<file path="src/hw/rtl/rrs_pkg.sv">
// Shared types and constants for the rounded rectangle pixel shader.
// Depends on nothing; every other file of the block imports it.
`timescale 1ns / 1ps
`default_nettype none

package rrs_pkg;

  // Framebuffer defaults
  localparam int unsigned FB_WIDTH_DEF  = 1024;
  localparam int unsigned FB_HEIGHT_DEF = 1024;

  // Configuration port
  localparam int unsigned CFG_IDX_W  = 3;
  localparam int unsigned CFG_DATA_W = 32;

  // Field widths
  localparam int unsigned POS_W     = 13;  // rect_x/y/w/h
  localparam int unsigned PIX_W     = 12;  // pix_col, pix_row
  localparam int unsigned RAD_W     = 10;  // corner_radius, feather_width
  localparam int unsigned ADDR_W    = 20;
  localparam int unsigned COLOR_W   = 32;
  localparam int unsigned ALPHA_W   = 8;
  localparam int unsigned ALPHA_LSB = 24;

  // Distance datapath
  localparam int unsigned DX_W       = 14;                          // signed corner offset
  localparam int unsigned D2_W       = 27;                          // dx^2 + dy^2
  localparam int unsigned FRAC_SHIFT = 16;                          // times 65536
  localparam int unsigned ROOT_W     = (D2_W + FRAC_SHIFT + 1) / 2; // distance in 1/256 px
  localparam int unsigned N_W        = 2 * ROOT_W;                  // radicand
  localparam int unsigned REM_W      = ROOT_W + 2;

  // Fade datapath
  localparam int unsigned SUB_BITS = 8;                // 1/256 pixel
  localparam int unsigned NUM_W    = RAD_W + SUB_BITS; // radius or feather times 256
  localparam int unsigned LIM_W    = NUM_W + 1;        // radius plus feather
  localparam int unsigned PROD_W   = NUM_W + ALPHA_W;

  typedef enum logic [CFG_IDX_W-1:0] {
    REG_RECT_X        = 3'd0,
    REG_RECT_Y        = 3'd1,
    REG_RECT_W        = 3'd2,
    REG_RECT_H        = 3'd3,
    REG_CORNER_RADIUS = 3'd4,
    REG_FEATHER_WIDTH = 3'd5,
    REG_FILL_COLOR    = 3'd6
  } rrs_reg_e;

  typedef enum logic [2:0] {
    SHADE_FILL  = 3'b001,
    SHADE_CLEAR = 3'b010,
    SHADE_FADE  = 3'b100
  } rrs_shade_e;

  typedef struct packed {
    logic signed [POS_W-1:0] rect_x;
    logic signed [POS_W-1:0] rect_y;
    logic [POS_W-1:0]        rect_w;
    logic [POS_W-1:0]        rect_h;
    logic [RAD_W-1:0]        corner_radius;
    logic [RAD_W-1:0]        feather_width;
    logic [COLOR_W-1:0]      fill_color;
  } rrs_cfg_t;

  // Per-pixel data that rides alongside the distance computation
  typedef struct packed {
    logic [ADDR_W-1:0] addr;
    logic              in_corner;
  } rrs_side_t;

  typedef struct packed {
    logic            valid;
    logic [D2_W-1:0] d2;
    rrs_side_t       side;
  } rrs_dist_req_t;

  typedef struct packed {
    logic              valid;
    logic [ROOT_W-1:0] root;
    rrs_side_t         side;
  } rrs_root_req_t;

endpackage

`default_nettype wire

</file>
<file path="src/hw/rtl/rrs_pix_in_if.sv">
// Pixel request channel into the shader: valid/ready plus rectangle-relative position.
// Depends on rrs_pkg.
`timescale 1ns / 1ps
`default_nettype none

interface rrs_pix_in_if
  import rrs_pkg::*;
();
  logic             valid;
  logic             ready;
  logic [PIX_W-1:0] pix_col;
  logic [PIX_W-1:0] pix_row;

  modport source (output valid, output pix_col, output pix_row, input ready);
  modport sink   (input valid, input pix_col, input pix_row, output ready);
endinterface

`default_nettype wire

</file>
<file path="src/hw/rtl/rrs_pix_out_if.sv">
// Shaded pixel channel out of the shader: valid/ready plus address and ARGB value.
// Depends on rrs_pkg.
`timescale 1ns / 1ps
`default_nettype none

interface rrs_pix_out_if
  import rrs_pkg::*;
();
  logic               valid;
  logic               ready;
  logic [ADDR_W-1:0]  pixel_address;
  logic [COLOR_W-1:0] pixel_color;

  modport source (output valid, output pixel_address, output pixel_color, input ready);
  modport sink   (input valid, input pixel_address, input pixel_color, output ready);
endinterface

`default_nettype wire

</file>
<file path="src/hw/rtl/rrs_front.sv">
// Front end: clipping, address, corner selection and squared corner distance.
// Four register stages; depends on rrs_pkg.
`timescale 1ns / 1ps
`default_nettype none

module rrs_front
  import rrs_pkg::*;
#(
  parameter int unsigned FB_WIDTH  = FB_WIDTH_DEF,
  parameter int unsigned FB_HEIGHT = FB_HEIGHT_DEF
) (
  input  logic             clk_i,
  input  logic             rst_ni,
  input  logic             en_i,
  input  logic             in_valid_i,
  input  logic [PIX_W-1:0] pix_col_i,
  input  logic [PIX_W-1:0] pix_row_i,
  input  rrs_cfg_t         cfg_i,
  output rrs_dist_req_t    dist_o
);

  localparam logic signed [DX_W-1:0] FB_COL_LIM = DX_W'(FB_WIDTH);
  localparam logic signed [DX_W-1:0] FB_ROW_LIM = DX_W'(FB_HEIGHT);
  localparam int unsigned AMUL_W = 2 * PIX_W + 1;

  // Stage 1: clip, corner flags
  logic signed [DX_W-1:0] px, py;
  logic [POS_W-1:0] col_x, row_x, rad_x;
  logic inside_rect, inside_fb, left, right, top, bottom;
  logic s1_v_d, s1_corner_d, s1_cxr_d, s1_cyb_d;

  logic             s1_v_q, s1_corner_q, s1_cxr_q, s1_cyb_q;
  logic [PIX_W-1:0] s1_col_q, s1_row_q, s1_px_q, s1_py_q;

  always_comb begin
    col_x = {1'b0, pix_col_i};
    row_x = {1'b0, pix_row_i};
    rad_x = POS_W'(cfg_i.corner_radius);
    px = {cfg_i.rect_x[POS_W-1], cfg_i.rect_x} + {2'b00, pix_col_i};
    py = {cfg_i.rect_y[POS_W-1], cfg_i.rect_y} + {2'b00, pix_row_i};
    inside_rect = (col_x < cfg_i.rect_w) && (row_x < cfg_i.rect_h);
    inside_fb = !px[DX_W-1] && !py[DX_W-1] && (px < FB_COL_LIM) && (py < FB_ROW_LIM);
    s1_v_d = in_valid_i && inside_rect && inside_fb;

    left   = col_x < rad_x;
    right  = (col_x + rad_x) >= cfg_i.rect_w;
    top    = row_x < rad_x;
    bottom = (row_x + rad_x) >= cfg_i.rect_h;

    s1_corner_d = 1'b1;
    s1_cxr_d    = 1'b0;
    s1_cyb_d    = 1'b0;
    // first matching corner wins where corners overlap
    priority if (cfg_i.corner_radius == '0) begin
      s1_corner_d = 1'b0;
    end else if (left && top) begin
      s1_cxr_d = 1'b0;
    end else if (right && top) begin
      s1_cxr_d = 1'b1;
    end else if (left && bottom) begin
      s1_cyb_d = 1'b1;
    end else if (right && bottom) begin
      s1_cxr_d = 1'b1;
      s1_cyb_d = 1'b1;
    end else begin
      s1_corner_d = 1'b0;
    end
  end

  // Stage 2: corner offsets and framebuffer address
  logic signed [DX_W-1:0] s2_dx_d, s2_dy_d;
  logic [AMUL_W-1:0] addr_full;
  rrs_side_t s2_side_d;

  logic                   s2_v_q;
  logic signed [DX_W-1:0] s2_dx_q, s2_dy_q;
  rrs_side_t              s2_side_q;

  always_comb begin
    s2_dx_d = s1_cxr_q
      ? ({2'b00, s1_col_q} + DX_W'(cfg_i.corner_radius) - {1'b0, cfg_i.rect_w})
      : ({2'b00, s1_col_q} - DX_W'(cfg_i.corner_radius));
    s2_dy_d = s1_cyb_q
      ? ({2'b00, s1_row_q} + DX_W'(cfg_i.corner_radius) - {1'b0, cfg_i.rect_h})
      : ({2'b00, s1_row_q} - DX_W'(cfg_i.corner_radius));
    addr_full = AMUL_W'(s1_py_q) * AMUL_W'(FB_WIDTH) + AMUL_W'(s1_px_q);
    s2_side_d.addr      = addr_full[ADDR_W-1:0];
    s2_side_d.in_corner = s1_corner_q;
  end

  // Stage 3: squares
  logic signed [2*DX_W-1:0] sqx_full, sqy_full;
  logic                  s3_v_q;
  logic [D2_W-2:0]       s3_sqx_q, s3_sqy_q;
  rrs_side_t             s3_side_q;

  assign sqx_full = s2_dx_q * s2_dx_q;
  assign sqy_full = s2_dy_q * s2_dy_q;

  // Stage 4: sum
  logic            s4_v_q;
  logic [D2_W-1:0] s4_d2_q;
  rrs_side_t       s4_side_q;

  always_ff @(posedge clk_i or negedge rst_ni) begin
    if (!rst_ni) begin
      s1_v_q <= 1'b0;
      s2_v_q <= 1'b0;
      s3_v_q <= 1'b0;
      s4_v_q <= 1'b0;
    end else if (en_i) begin
      s1_v_q <= s1_v_d;
      s2_v_q <= s1_v_q;
      s3_v_q <= s2_v_q;
      s4_v_q <= s3_v_q;
    end
  end

  always_ff @(posedge clk_i) begin
    if (en_i) begin
      s1_col_q    <= pix_col_i;
      s1_row_q    <= pix_row_i;
      s1_px_q     <= px[PIX_W-1:0];
      s1_py_q     <= py[PIX_W-1:0];
      s1_corner_q <= s1_corner_d;
      s1_cxr_q    <= s1_cxr_d;
      s1_cyb_q    <= s1_cyb_d;
      s2_dx_q     <= s2_dx_d;
      s2_dy_q     <= s2_dy_d;
      s2_side_q   <= s2_side_d;
      s3_sqx_q    <= sqx_full[D2_W-2:0];
      s3_sqy_q    <= sqy_full[D2_W-2:0];
      s3_side_q   <= s2_side_q;
      s4_d2_q     <= {1'b0, s3_sqx_q} + {1'b0, s3_sqy_q};
      s4_side_q   <= s3_side_q;
    end
  end

  assign dist_o.valid = s4_v_q;
  assign dist_o.d2    = s4_d2_q;
  assign dist_o.side  = s4_side_q;

endmodule

`default_nettype wire

</file>
<file path="src/hw/rtl/rrs_sqrt.sv">
// Pipelined floor square root of d2 * 65536, one result bit per stage.
// Depends on rrs_pkg.
`timescale 1ns / 1ps
`default_nettype none

module rrs_sqrt
  import rrs_pkg::*;
(
  input  logic          clk_i,
  input  logic          rst_ni,
  input  logic          en_i,
  input  rrs_dist_req_t dist_i,
  output rrs_root_req_t root_o
);

  logic [ROOT_W-1:0] v_q;
  logic [D2_W-1:0]   d2_q   [ROOT_W];
  logic [REM_W-1:0]  rem_q  [ROOT_W];
  logic [ROOT_W-1:0] root_q [ROOT_W];
  rrs_side_t         side_q [ROOT_W];

  for (genvar k = 0; k < ROOT_W; k++) begin : g_stage
    logic              v_in;
    logic [D2_W-1:0]   d2_in;
    logic [REM_W-1:0]  rem_in;
    logic [ROOT_W-1:0] root_in;
    rrs_side_t         side_in;
    logic [N_W-1:0]    radicand;
    logic [REM_W-1:0]  rem_sh, trial, rem_d;
    logic [ROOT_W-1:0] root_d;

    if (k == 0) begin : g_first
      assign v_in    = dist_i.valid;
      assign d2_in   = dist_i.d2;
      assign rem_in  = '0;
      assign root_in = '0;
      assign side_in = dist_i.side;
    end else begin : g_next
      assign v_in    = v_q[k-1];
      assign d2_in   = d2_q[k-1];
      assign rem_in  = rem_q[k-1];
      assign root_in = root_q[k-1];
      assign side_in = side_q[k-1];
    end

    always_comb begin
      radicand = N_W'({d2_in, {FRAC_SHIFT{1'b0}}});
      // bring down the next two radicand bits, try root*4+1
      rem_sh = {rem_in[REM_W-3:0], radicand[N_W-1-2*k -: 2]};
      trial  = {root_in, 2'b01};
      if (rem_sh >= trial) begin
        rem_d  = rem_sh - trial;
        root_d = {root_in[ROOT_W-2:0], 1'b1};
      end else begin
        rem_d  = rem_sh;
        root_d = {root_in[ROOT_W-2:0], 1'b0};
      end
    end

    always_ff @(posedge clk_i or negedge rst_ni) begin
      if (!rst_ni) begin
        v_q[k] <= 1'b0;
      end else if (en_i) begin
        v_q[k] <= v_in;
      end
    end

    always_ff @(posedge clk_i) begin
      if (en_i) begin
        d2_q[k]   <= d2_in;
        rem_q[k]  <= rem_d;
        root_q[k] <= root_d;
        side_q[k] <= side_in;
      end
    end
  end

  assign root_o.valid = v_q[ROOT_W-1];
  assign root_o.root  = root_q[ROOT_W-1];
  assign root_o.side  = side_q[ROOT_W-1];

  // Assertions
  localparam int unsigned SQ_W = N_W + 2;
  logic [N_W-1:0] radicand_out;
  assign radicand_out = N_W'({d2_q[ROOT_W-1], {FRAC_SHIFT{1'b0}}});

  a_root_floor : assert property (@(posedge clk_i) disable iff (!rst_ni)
    root_o.valid |->
      (SQ_W'(root_o.root) * SQ_W'(root_o.root) <= SQ_W'(radicand_out)) &&
      (SQ_W'(radicand_out) <
       (SQ_W'(root_o.root) + SQ_W'(1)) * (SQ_W'(root_o.root) + SQ_W'(1))))
    else $error("square root stage result is not the floor root");

endmodule

`default_nettype wire

</file>
<file path="src/hw/rtl/rrs_fade.sv">
// Shade selection, alpha scaling and pipelined alpha division, then the output register.
// Depends on rrs_pkg.
`timescale 1ns / 1ps
`default_nettype none

module rrs_fade
  import rrs_pkg::*;
(
  input  logic               clk_i,
  input  logic               rst_ni,
  input  logic               en_i,
  input  rrs_root_req_t      root_i,
  input  rrs_cfg_t           cfg_i,
  output logic               out_valid_o,
  output logic [ADDR_W-1:0]  out_addr_o,
  output logic [COLOR_W-1:0] out_color_o
);

  logic [ALPHA_W-1:0] fill_alpha;
  assign fill_alpha = cfg_i.fill_color[COLOR_W-1:ALPHA_LSB];

  // F1: classify against radius and radius plus feather
  logic [NUM_W-1:0] r256, f256;
  logic [LIM_W-1:0] lim, lim_gap;
  rrs_shade_e       f1_mode_d;

  logic              f1_v_q;
  rrs_shade_e        f1_mode_q;
  logic [NUM_W-1:0]  f1_num_q;
  logic [ADDR_W-1:0] f1_addr_q;

  always_comb begin
    r256    = {cfg_i.corner_radius, {SUB_BITS{1'b0}}};
    f256    = {cfg_i.feather_width, {SUB_BITS{1'b0}}};
    lim     = {1'b0, r256} + {1'b0, f256};
    lim_gap = lim - root_i.root[LIM_W-1:0];
    priority if (!root_i.side.in_corner) begin
      f1_mode_d = SHADE_FILL;
    end else if (root_i.root >= ROOT_W'(lim)) begin
      f1_mode_d = SHADE_CLEAR;
    end else if (root_i.root <= ROOT_W'(r256)) begin
      f1_mode_d = SHADE_FILL;
    end else begin
      f1_mode_d = SHADE_FADE;
    end
  end

  // F2: scale by fill alpha; drop the 1/256 scale from the dividend
  logic [PROD_W-1:0] prod;
  logic              f2_v_q;
  rrs_shade_e        f2_mode_q;
  logic [NUM_W-1:0]  f2_num_q;
  logic [ADDR_W-1:0] f2_addr_q;

  assign prod = PROD_W'(f1_num_q) * PROD_W'(fill_alpha);

  // Divider: one quotient bit per stage, divisor is the feather width
  logic [ALPHA_W-1:0] dv_q;
  rrs_shade_e         dmode_q [ALPHA_W];
  logic [NUM_W-1:0]   drem_q  [ALPHA_W];
  logic [ALPHA_W-1:0] dquo_q  [ALPHA_W];
  logic [ADDR_W-1:0]  daddr_q [ALPHA_W];

  for (genvar j = 0; j < ALPHA_W; j++) begin : g_div
    localparam int unsigned BIT = ALPHA_W - 1 - j;
    logic               v_in;
    rrs_shade_e         mode_in;
    logic [NUM_W-1:0]   rem_in, trial, rem_d;
    logic [ALPHA_W-1:0] quo_in, quo_d;
    logic [ADDR_W-1:0]  addr_in;

    if (j == 0) begin : g_first
      assign v_in    = f2_v_q;
      assign mode_in = f2_mode_q;
      assign rem_in  = f2_num_q;
      assign quo_in  = '0;
      assign addr_in = f2_addr_q;
    end else begin : g_next
      assign v_in    = dv_q[j-1];
      assign mode_in = dmode_q[j-1];
      assign rem_in  = drem_q[j-1];
      assign quo_in  = dquo_q[j-1];
      assign addr_in = daddr_q[j-1];
    end

    always_comb begin
      trial = NUM_W'(cfg_i.feather_width) << BIT;
      quo_d = quo_in;
      if (rem_in >= trial) begin
        rem_d      = rem_in - trial;
        quo_d[BIT] = 1'b1;
      end else begin
        rem_d = rem_in;
      end
    end

    always_ff @(posedge clk_i or negedge rst_ni) begin
      if (!rst_ni) begin
        dv_q[j] <= 1'b0;
      end else if (en_i) begin
        dv_q[j] <= v_in;
      end
    end

    always_ff @(posedge clk_i) begin
      if (en_i) begin
        dmode_q[j] <= mode_in;
        drem_q[j]  <= rem_d;
        dquo_q[j]  <= quo_d;
        daddr_q[j] <= addr_in;
      end
    end
  end

  // Output register
  logic [COLOR_W-1:0] color_d;
  logic               out_v_q;
  logic [ADDR_W-1:0]  out_addr_q;
  logic [COLOR_W-1:0] out_color_q;

  always_comb begin
    unique case (dmode_q[ALPHA_W-1])
      SHADE_FILL:  color_d = cfg_i.fill_color;
      SHADE_CLEAR: color_d = '0;
      SHADE_FADE:  color_d = {dquo_q[ALPHA_W-1], cfg_i.fill_color[ALPHA_LSB-1:0]};
      default:     color_d = '0;
    endcase
  end

  always_ff @(posedge clk_i or negedge rst_ni) begin
    if (!rst_ni) begin
      f1_v_q  <= 1'b0;
      f2_v_q  <= 1'b0;
      out_v_q <= 1'b0;
    end else if (en_i) begin
      f1_v_q  <= root_i.valid;
      f2_v_q  <= f1_v_q;
      out_v_q <= dv_q[ALPHA_W-1];
    end
  end

  always_ff @(posedge clk_i) begin
    if (en_i) begin
      f1_mode_q   <= f1_mode_d;
      f1_num_q    <= lim_gap[NUM_W-1:0];
      f1_addr_q   <= root_i.side.addr;
      f2_mode_q   <= f1_mode_q;
      f2_num_q    <= prod[PROD_W-1:SUB_BITS];
      f2_addr_q   <= f1_addr_q;
      out_addr_q  <= daddr_q[ALPHA_W-1];
      out_color_q <= color_d;
    end
  end

  assign out_valid_o = out_v_q;
  assign out_addr_o  = out_addr_q;
  assign out_color_o = out_color_q;

  // Assertions
  a_div_result : assert property (@(posedge clk_i) disable iff (!rst_ni)
    (dv_q[ALPHA_W-1] && dmode_q[ALPHA_W-1] == SHADE_FADE) |->
      (drem_q[ALPHA_W-1] < NUM_W'(cfg_i.feather_width)) &&
      (dquo_q[ALPHA_W-1] <= fill_alpha))
    else $error("fade divider left a remainder at or above the feather width");

endmodule

`default_nettype wire

</file>
<file path="src/hw/rtl/rounded_rect_pixel_shader.sv">
// Rounded rectangle pixel shader, top level: config registers, stall control, pipeline.
// Register stages from request accept to result valid: 4 front, 22 root, 11 fade/out.
// Throughput: one pixel request per clock while no result is held; the root and divider stages are fully pipelined.
// A held result freezes every stage at once; nothing in flight is lost or repeated.
// Reset (rst_ni low, asynchronous): config registers and all valid flags zero, pipeline empty.
// Depends on rrs_pkg, rrs_pix_in_if, rrs_pix_out_if, rrs_front, rrs_sqrt, rrs_fade.
`timescale 1ns / 1ps
`default_nettype none

module rounded_rect_pixel_shader
  import rrs_pkg::*;
#(
  parameter int unsigned FB_WIDTH  = FB_WIDTH_DEF,
  parameter int unsigned FB_HEIGHT = FB_HEIGHT_DEF
) (
  input  logic                  clk_i,
  input  logic                  rst_ni,
  input  logic                  cfg_we_i,
  input  logic [CFG_IDX_W-1:0]  cfg_idx_i,
  input  logic [CFG_DATA_W-1:0] cfg_wdata_i,
  rrs_pix_in_if.sink            pix_in,
  rrs_pix_out_if.source         pix_out
);

  // Configuration registers; writes to unknown indexes drop silently
  rrs_cfg_t cfg_q;

  always_ff @(posedge clk_i or negedge rst_ni) begin
    if (!rst_ni) begin
      cfg_q <= '0;
    end else if (cfg_we_i) begin
      unique case (rrs_reg_e'(cfg_idx_i))
        REG_RECT_X:        cfg_q.rect_x        <= cfg_wdata_i[POS_W-1:0];
        REG_RECT_Y:        cfg_q.rect_y        <= cfg_wdata_i[POS_W-1:0];
        REG_RECT_W:        cfg_q.rect_w        <= cfg_wdata_i[POS_W-1:0];
        REG_RECT_H:        cfg_q.rect_h        <= cfg_wdata_i[POS_W-1:0];
        REG_CORNER_RADIUS: cfg_q.corner_radius <= cfg_wdata_i[RAD_W-1:0];
        REG_FEATHER_WIDTH: cfg_q.feather_width <= cfg_wdata_i[RAD_W-1:0];
        REG_FILL_COLOR:    cfg_q.fill_color    <= cfg_wdata_i[COLOR_W-1:0];
        default: ;
      endcase
    end
  end

  // Advance the whole pipeline whenever the output register is free or drains
  logic en;
  logic out_valid;
  assign en = !out_valid || pix_out.ready;

  // Accept a request whenever the pipeline advances
  assign pix_in.ready = en;

  rrs_dist_req_t dist_req;
  rrs_root_req_t root_req;

  // Clip, address, corner select and squared distance
  rrs_front #(
    .FB_WIDTH  (FB_WIDTH),
    .FB_HEIGHT (FB_HEIGHT)
  ) u_front (
    .clk_i      (clk_i),
    .rst_ni     (rst_ni),
    .en_i       (en),
    .in_valid_i (pix_in.valid),
    .pix_col_i  (pix_in.pix_col),
    .pix_row_i  (pix_in.pix_row),
    .cfg_i      (cfg_q),
    .dist_o     (dist_req)
  );

  // Distance in 1/256 pixel
  rrs_sqrt u_sqrt (
    .clk_i  (clk_i),
    .rst_ni (rst_ni),
    .en_i   (en),
    .dist_i (dist_req),
    .root_o (root_req)
  );

  // Fill, clear or fade, then hold in the output register
  rrs_fade u_fade (
    .clk_i       (clk_i),
    .rst_ni      (rst_ni),
    .en_i        (en),
    .root_i      (root_req),
    .cfg_i       (cfg_q),
    .out_valid_o (out_valid),
    .out_addr_o  (pix_out.pixel_address),
    .out_color_o (pix_out.pixel_color)
  );

  assign pix_out.valid = out_valid;

  // Assertions
  a_out_rise_on_advance : assert property (@(posedge clk_i) disable iff (!rst_ni)
    $rose(out_valid) |-> $past(en))
    else $error("result appeared while the pipeline was stalled");

  a_ready_when_empty : assert property (@(posedge clk_i) disable iff (!rst_ni)
    !out_valid |-> pix_in.ready)
    else $error("input stalled with an empty output register");

  a_out_hold : assert property (@(posedge clk_i) disable iff (!rst_ni)
    (out_valid && !pix_out.ready) |=>
      (out_valid && $stable(pix_out.pixel_address) && $stable(pix_out.pixel_color)))
    else $error("held result changed before it was taken");

endmodule

`default_nettype wire

</file>
<file path="src/flat_wrapper.sv">
// flat-port wrapper written by rule: the top's interface ports become plain ports
module rounded_rect_pixel_shader_flat import rrs_pkg::*;
#(
  parameter int unsigned FB_WIDTH  = FB_WIDTH_DEF,
  parameter int unsigned FB_HEIGHT = FB_HEIGHT_DEF
)
  (clk_i, rst_ni, cfg_we_i, cfg_idx_i, cfg_wdata_i, pix_in_valid, pix_in_pix_col, pix_in_pix_row, pix_in_ready, pix_out_valid, pix_out_pixel_address, pix_out_pixel_color, pix_out_ready);
  rrs_pix_in_if pix_in_i ();
  rrs_pix_out_if pix_out_i ();
  input  logic clk_i;
  input  logic rst_ni;
  input  logic cfg_we_i;
  input  logic [CFG_IDX_W-1:0] cfg_idx_i;
  input  logic [CFG_DATA_W-1:0] cfg_wdata_i;
  input wire logic [$bits(pix_in_i.valid)-1:0] pix_in_valid;
  input wire logic [$bits(pix_in_i.pix_col)-1:0] pix_in_pix_col;
  input wire logic [$bits(pix_in_i.pix_row)-1:0] pix_in_pix_row;
  output wire logic [$bits(pix_in_i.ready)-1:0] pix_in_ready;
  output wire logic [$bits(pix_out_i.valid)-1:0] pix_out_valid;
  output wire logic [$bits(pix_out_i.pixel_address)-1:0] pix_out_pixel_address;
  output wire logic [$bits(pix_out_i.pixel_color)-1:0] pix_out_pixel_color;
  input wire logic [$bits(pix_out_i.ready)-1:0] pix_out_ready;
  assign pix_in_i.valid = pix_in_valid;
  assign pix_in_i.pix_col = pix_in_pix_col;
  assign pix_in_i.pix_row = pix_in_pix_row;
  assign pix_in_ready = pix_in_i.ready;
  assign pix_out_valid = pix_out_i.valid;
  assign pix_out_pixel_address = pix_out_i.pixel_address;
  assign pix_out_pixel_color = pix_out_i.pixel_color;
  assign pix_out_i.ready = pix_out_ready;
  rounded_rect_pixel_shader #(.FB_WIDTH(FB_WIDTH), .FB_HEIGHT(FB_HEIGHT)) u_core (.clk_i(clk_i), .rst_ni(rst_ni), .cfg_we_i(cfg_we_i), .cfg_idx_i(cfg_idx_i), .cfg_wdata_i(cfg_wdata_i), .pix_in(pix_in_i), .pix_out(pix_out_i));
endmodule
</file>
<file path="config.mk">
export PLATFORM = sky130hd
export DESIGN_NAME = rounded_rect_pixel_shader_flat
export DESIGN_NICKNAME = d
export VERILOG_FILES = /design/src/hw/rtl/rrs_pkg.sv /design/src/hw/rtl/rrs_pix_in_if.sv /design/src/hw/rtl/rrs_pix_out_if.sv /design/src/hw/rtl/rrs_front.sv /design/src/hw/rtl/rrs_sqrt.sv /design/src/hw/rtl/rrs_fade.sv /design/src/hw/rtl/rounded_rect_pixel_shader.sv /design/src/flat_wrapper.sv
export SDC_FILE = /design/constraint.sdc
export NUM_CORES = 2
export LEC_CHECK = 0
export ABC_AREA = 1
export BUFFER_PORTS_ARGS = -buffer_cell sky130_fd_sc_hd__clkbuf_2
export CAP_MARGIN = 25
export CORE_UTILIZATION = 35
export DETAILED_ROUTE_END_ITERATION = 16
export GPL_TIMING_DRIVEN = 0
export PLACE_DENSITY = 0.47
export SLEW_MARGIN = 20
export SYNTH_ARGS = -nofsm -noshare
export SYNTH_HDL_FRONTEND = slang
export SYNTH_SLANG_ARGS = --single-unit
</file>
<file path="constraint.sdc">
create_clock -name clk_i -period 169.8 [get_ports clk_i]
set_input_delay 25.47 -clock clk_i [delete_from_list [all_inputs] [get_ports clk_i]]
set_output_delay 25.47 -clock clk_i [all_outputs]
set_load 0.05 [all_outputs]
</file>
==> summary.md <==
| Metric | Value |
|---|---|
| HP Class | reg -> reg |
| # fillers | 33556 |
| CTS Hold Bufs | 0 |
| Die Height | 590.4 um |
| Routed WL per cell | 18.43 um |
| Status | completed |
| Layout area overhead | 13.50% |
| Total GRT Usage | 17.80% |
| Worst skew pair latency | 0.90 ns |
| Final Wtd Congestion | 0.9334 |
| Clk_skew | 0.07282 ns |
| Top_reg_cell synth | edfxtp_1 |
| Final setup viols | 0 |
| Post-synth cell types | 73 |
| Worst path top cell family by delay | buffers and inverters |
| Setup_tns | 0 ns |
| CP bufs+invs | 8 |
| CTS H-tree lvls | 5 |
| First-pass GRT wire length | 483.4 mm |
| Seq/Total Area, Yosys | 52.89% |
| Grt peak-use layer | met2 |
| M3 GR Usage | 1.859% |
| Routed Antenna Nets | 0 |
| Minimum clock period | 54.16 ns |
| Iteration-0 DRC count of the detailed router | 5370 |
| Mapped Cells | 11668 |
| Layout cell share with drive strength beyond 1 | 6.980% |
| Gr ovfl total | 0 |
| Critical Path End Type | output pin |
| EDFF count, synth | 2017 |
| Mapped cell area | 0.1212 mm2 |
| Nets | 13364 |
| Die width | 590.4 um |
| Initial antenna violation count | 18 |
| HPWL after DPL | 240.1 mm |
| Port Buffers | 117 |
| Synthesized area per cell | 10.39 um2 |
| Max Transition Viols Final | 0 |
| Cell taking the most area after synthesis | edfxtp_1 |
| WP data arrival | 28.69 ns |
| Total core area | 0.3438 mm2 |
| Synth top area share | 49.98% |
| DR vias/cell | 4.806 |
| Clk buf depth | 4 |
| Site Rows | 215 |
| Clock transition at path regs | 0.06 ns |
| Vias post-DR | 81119 |
| Worst-path fanout max | 51 |
| Crit path largest cell delay | 0.71 ns |
| Max Clock Freq | 18.46 MHz |
| Maxcap violations | 0 |
| Yosys warnings | 0 |
| RSZ-0062 raised after global routing | false |
| CTS tree | done |
| R2R Setup Slk | 162.71 ns |
| Clk sinks | 2158 |
| Cells along the critical path | clkbuf_2 -> or2_2 -> clkbuf_1 -> clkbuf_4 -> buf_12 -> buf_16 -> buf_16 -> buf_16 -> clkbuf_2 |
| Die ar. | 0.3486 mm2 |
| WL final | 311.1 mm |
| GRT met1 Usage | 23.09% |
| Largest net degree at the start of global routing | 67 |
| Vias in the first global route | 83465 |
| DR pass1 iterations | 5 |
| #FFs+latches synth | 2158 |
| M2 GR Usage | 30.95% |
| Num CTS Buffers | 263 |
| Drc violations | 0 |
| Worst Setup Start Kind | input port |
| Max-slew headroom | 28.97% |
| Setup slack at placement | 115.52 ns |
| Period Utilization, post-route | 31.90% |
| Worst Max-Slew Pin Slew | 1.065 ns |
| FFs w/ async S/R, synth | 6.534% |
| Area contributors post-synth | edfxtp_1 (50%), ha_1 (7.7%), fa_1 (7.6%) |
| Setup ws final | 115.64 ns |
| Initial Util | 35.25% |
| Root buf cell | clkbuf_16 |
| Hold Fails Final Rpt | 0 |
| Min Hold Slack | 0.3900 ns |
| Setup Crit Path Kind | in -> out |
| Postcts setup bufs | 0 |
| Worst path slowest cell | clkbuf_4 |
| CP most frequent cell | buf_16 |
| Post-CTS Resized | 0 |
| Syn nets | 12938 |
| Data required, critical path | 144.33 ns |
| Ports | 118 |
==> flip-flops by register name, indices dropped and copies added (netlist names), 24 cells and up <==
name / count
u_core.u_fade.drem_q: 126
u_core.u_front.s4_d2_q: 27
u_core.u_fade.dquo_q: 36
u_core.u_sqrt.root_q: 229
u_core.u_fade.out_color_o: 32
u_core.u_sqrt.rem_q: 431
u_core.cfg_q: 104
u_core.u_sqrt.d2_q: 198
u_core.u_fade.daddr_q: 160
u_core.u_sqrt.side_q: 462
u_core.u_front.s3_sqy_q: 25
u_core.u_fade.dmode_q: 24
u_core.u_front.s3_sqx_q: 25
==> per-stage QoR <==
| step | cells | util, % | cell area (um2) |
|---|---|---|---|
| detailed placement | 16386 | 37.41 | 128600 |
| global placement | 16342 | 37.08 | 127500 |
| finish | 16878 | 40.01 | 137500 |
| CTS | 16864 | 40.00 | 137500 |
| global route | 16872 | 40.01 | 137500 |
| floorplan | 11668 | - | 121200 |
==> synthesized netlist by cell type, drive strengths merged (7+ instances only) <==
| cell type | n |
|---|---|
| o31ai | 10 |
| a31oi | 48 |
| xnor2 | 200 |
| and3 | 7 |
| edfxtp | 2017 |
| clkbuf | 95 |
| buf | 75 |
| a21boi | 26 |
| fa | 463 |
| or2 | 76 |
| nand3 | 451 |
| o21bai | 59 |
| a21o | 50 |
| o211ai | 28 |
| a21oi | 669 |
| a211oi | 10 |
| inv | 1848 |
| nor2 | 844 |
| nand3b | 44 |
| nor3 | 124 |
| xor2 | 266 |
| nor4 | 45 |
| o21ai | 674 |
| nand2 | 2450 |
| dfrtp | 141 |
| nand4 | 144 |
| o21a | 27 |
| ha | 743 |
==> area by class of cell <==
cell class              instances  area [um2]  area share (%)
plain buffers                 170       868.3          0.6313
clock buffers                 312        6902           5.018
multi-input cells            7488       49270           35.82
diodes                         14       35.03         0.02547
repair buffers                161        1730           1.258
inverters                    1852        6959           5.059
well taps                    4557        5702           4.145
flip-flops and latches       2158       64100           46.60
clock inverters               166        1984           1.443
==> routing by layer <==
layer | vias to the layer above | part of all wire (%)
met4 | 0 | 3.5
li1 | 39967 | -
met2 | 1412 | 49
met5 | - | 0
met1 | 39261 | 44
met3 | 479 | 3.3
==> cells by family after synthesis <==
logic type                 Yosys count  synth area share, %
xor gates and xnor gates           466                3.368
DFF                               2158                52.89
AOI/OAI and AO/OA                 1614                7.395
buffers and inverters             2022                6.456
and+or+nand+nor                   4199                14.55
other                                1             0.003094
muxes                                2              0.01652
adders and majority gates         1206                15.32
==> final timing paths <==
path | start | endpoint | cells past startpoint
worst max-delay path | pix_out_ready | pix_in_ready | 9
worst min-delay path | u_core.u_sqrt.side_q[8][30] | u_core.u_sqrt.side_q[9][9] | 0
worst max register to register | u_core.u_front.s2_dx_q[13] | u_core.u_front.s3_sqx_q[25] | 21
worst min register to register | u_core.u_sqrt.side_q[8][30] | u_core.u_sqrt.side_q[9][9] | 0
max in group asynchronous | rst_ni | u_core.cfg_q[97] | 3
min in group asynchronous | rst_ni | u_core.cfg_q[23] | 1
==> placed cells by master (no fill, tap or decap), types with 266 or more instances in the layout <==
master	netlist	final
o21ai_0	410	410
ha_1	743	743
clkbuf_16	0	268
fa_1	463	463
nand3_1	444	444
edfxtp_1	2017	2017
inv_1	1791	1791
a21oi_1	642	642
nand2_1	2434	2434
xor2_1	266	266
nor2_1	823	823
Power is not shown: default switching activity piles up to over one toggle a cycle in this logic, so the estimate is an artifact.
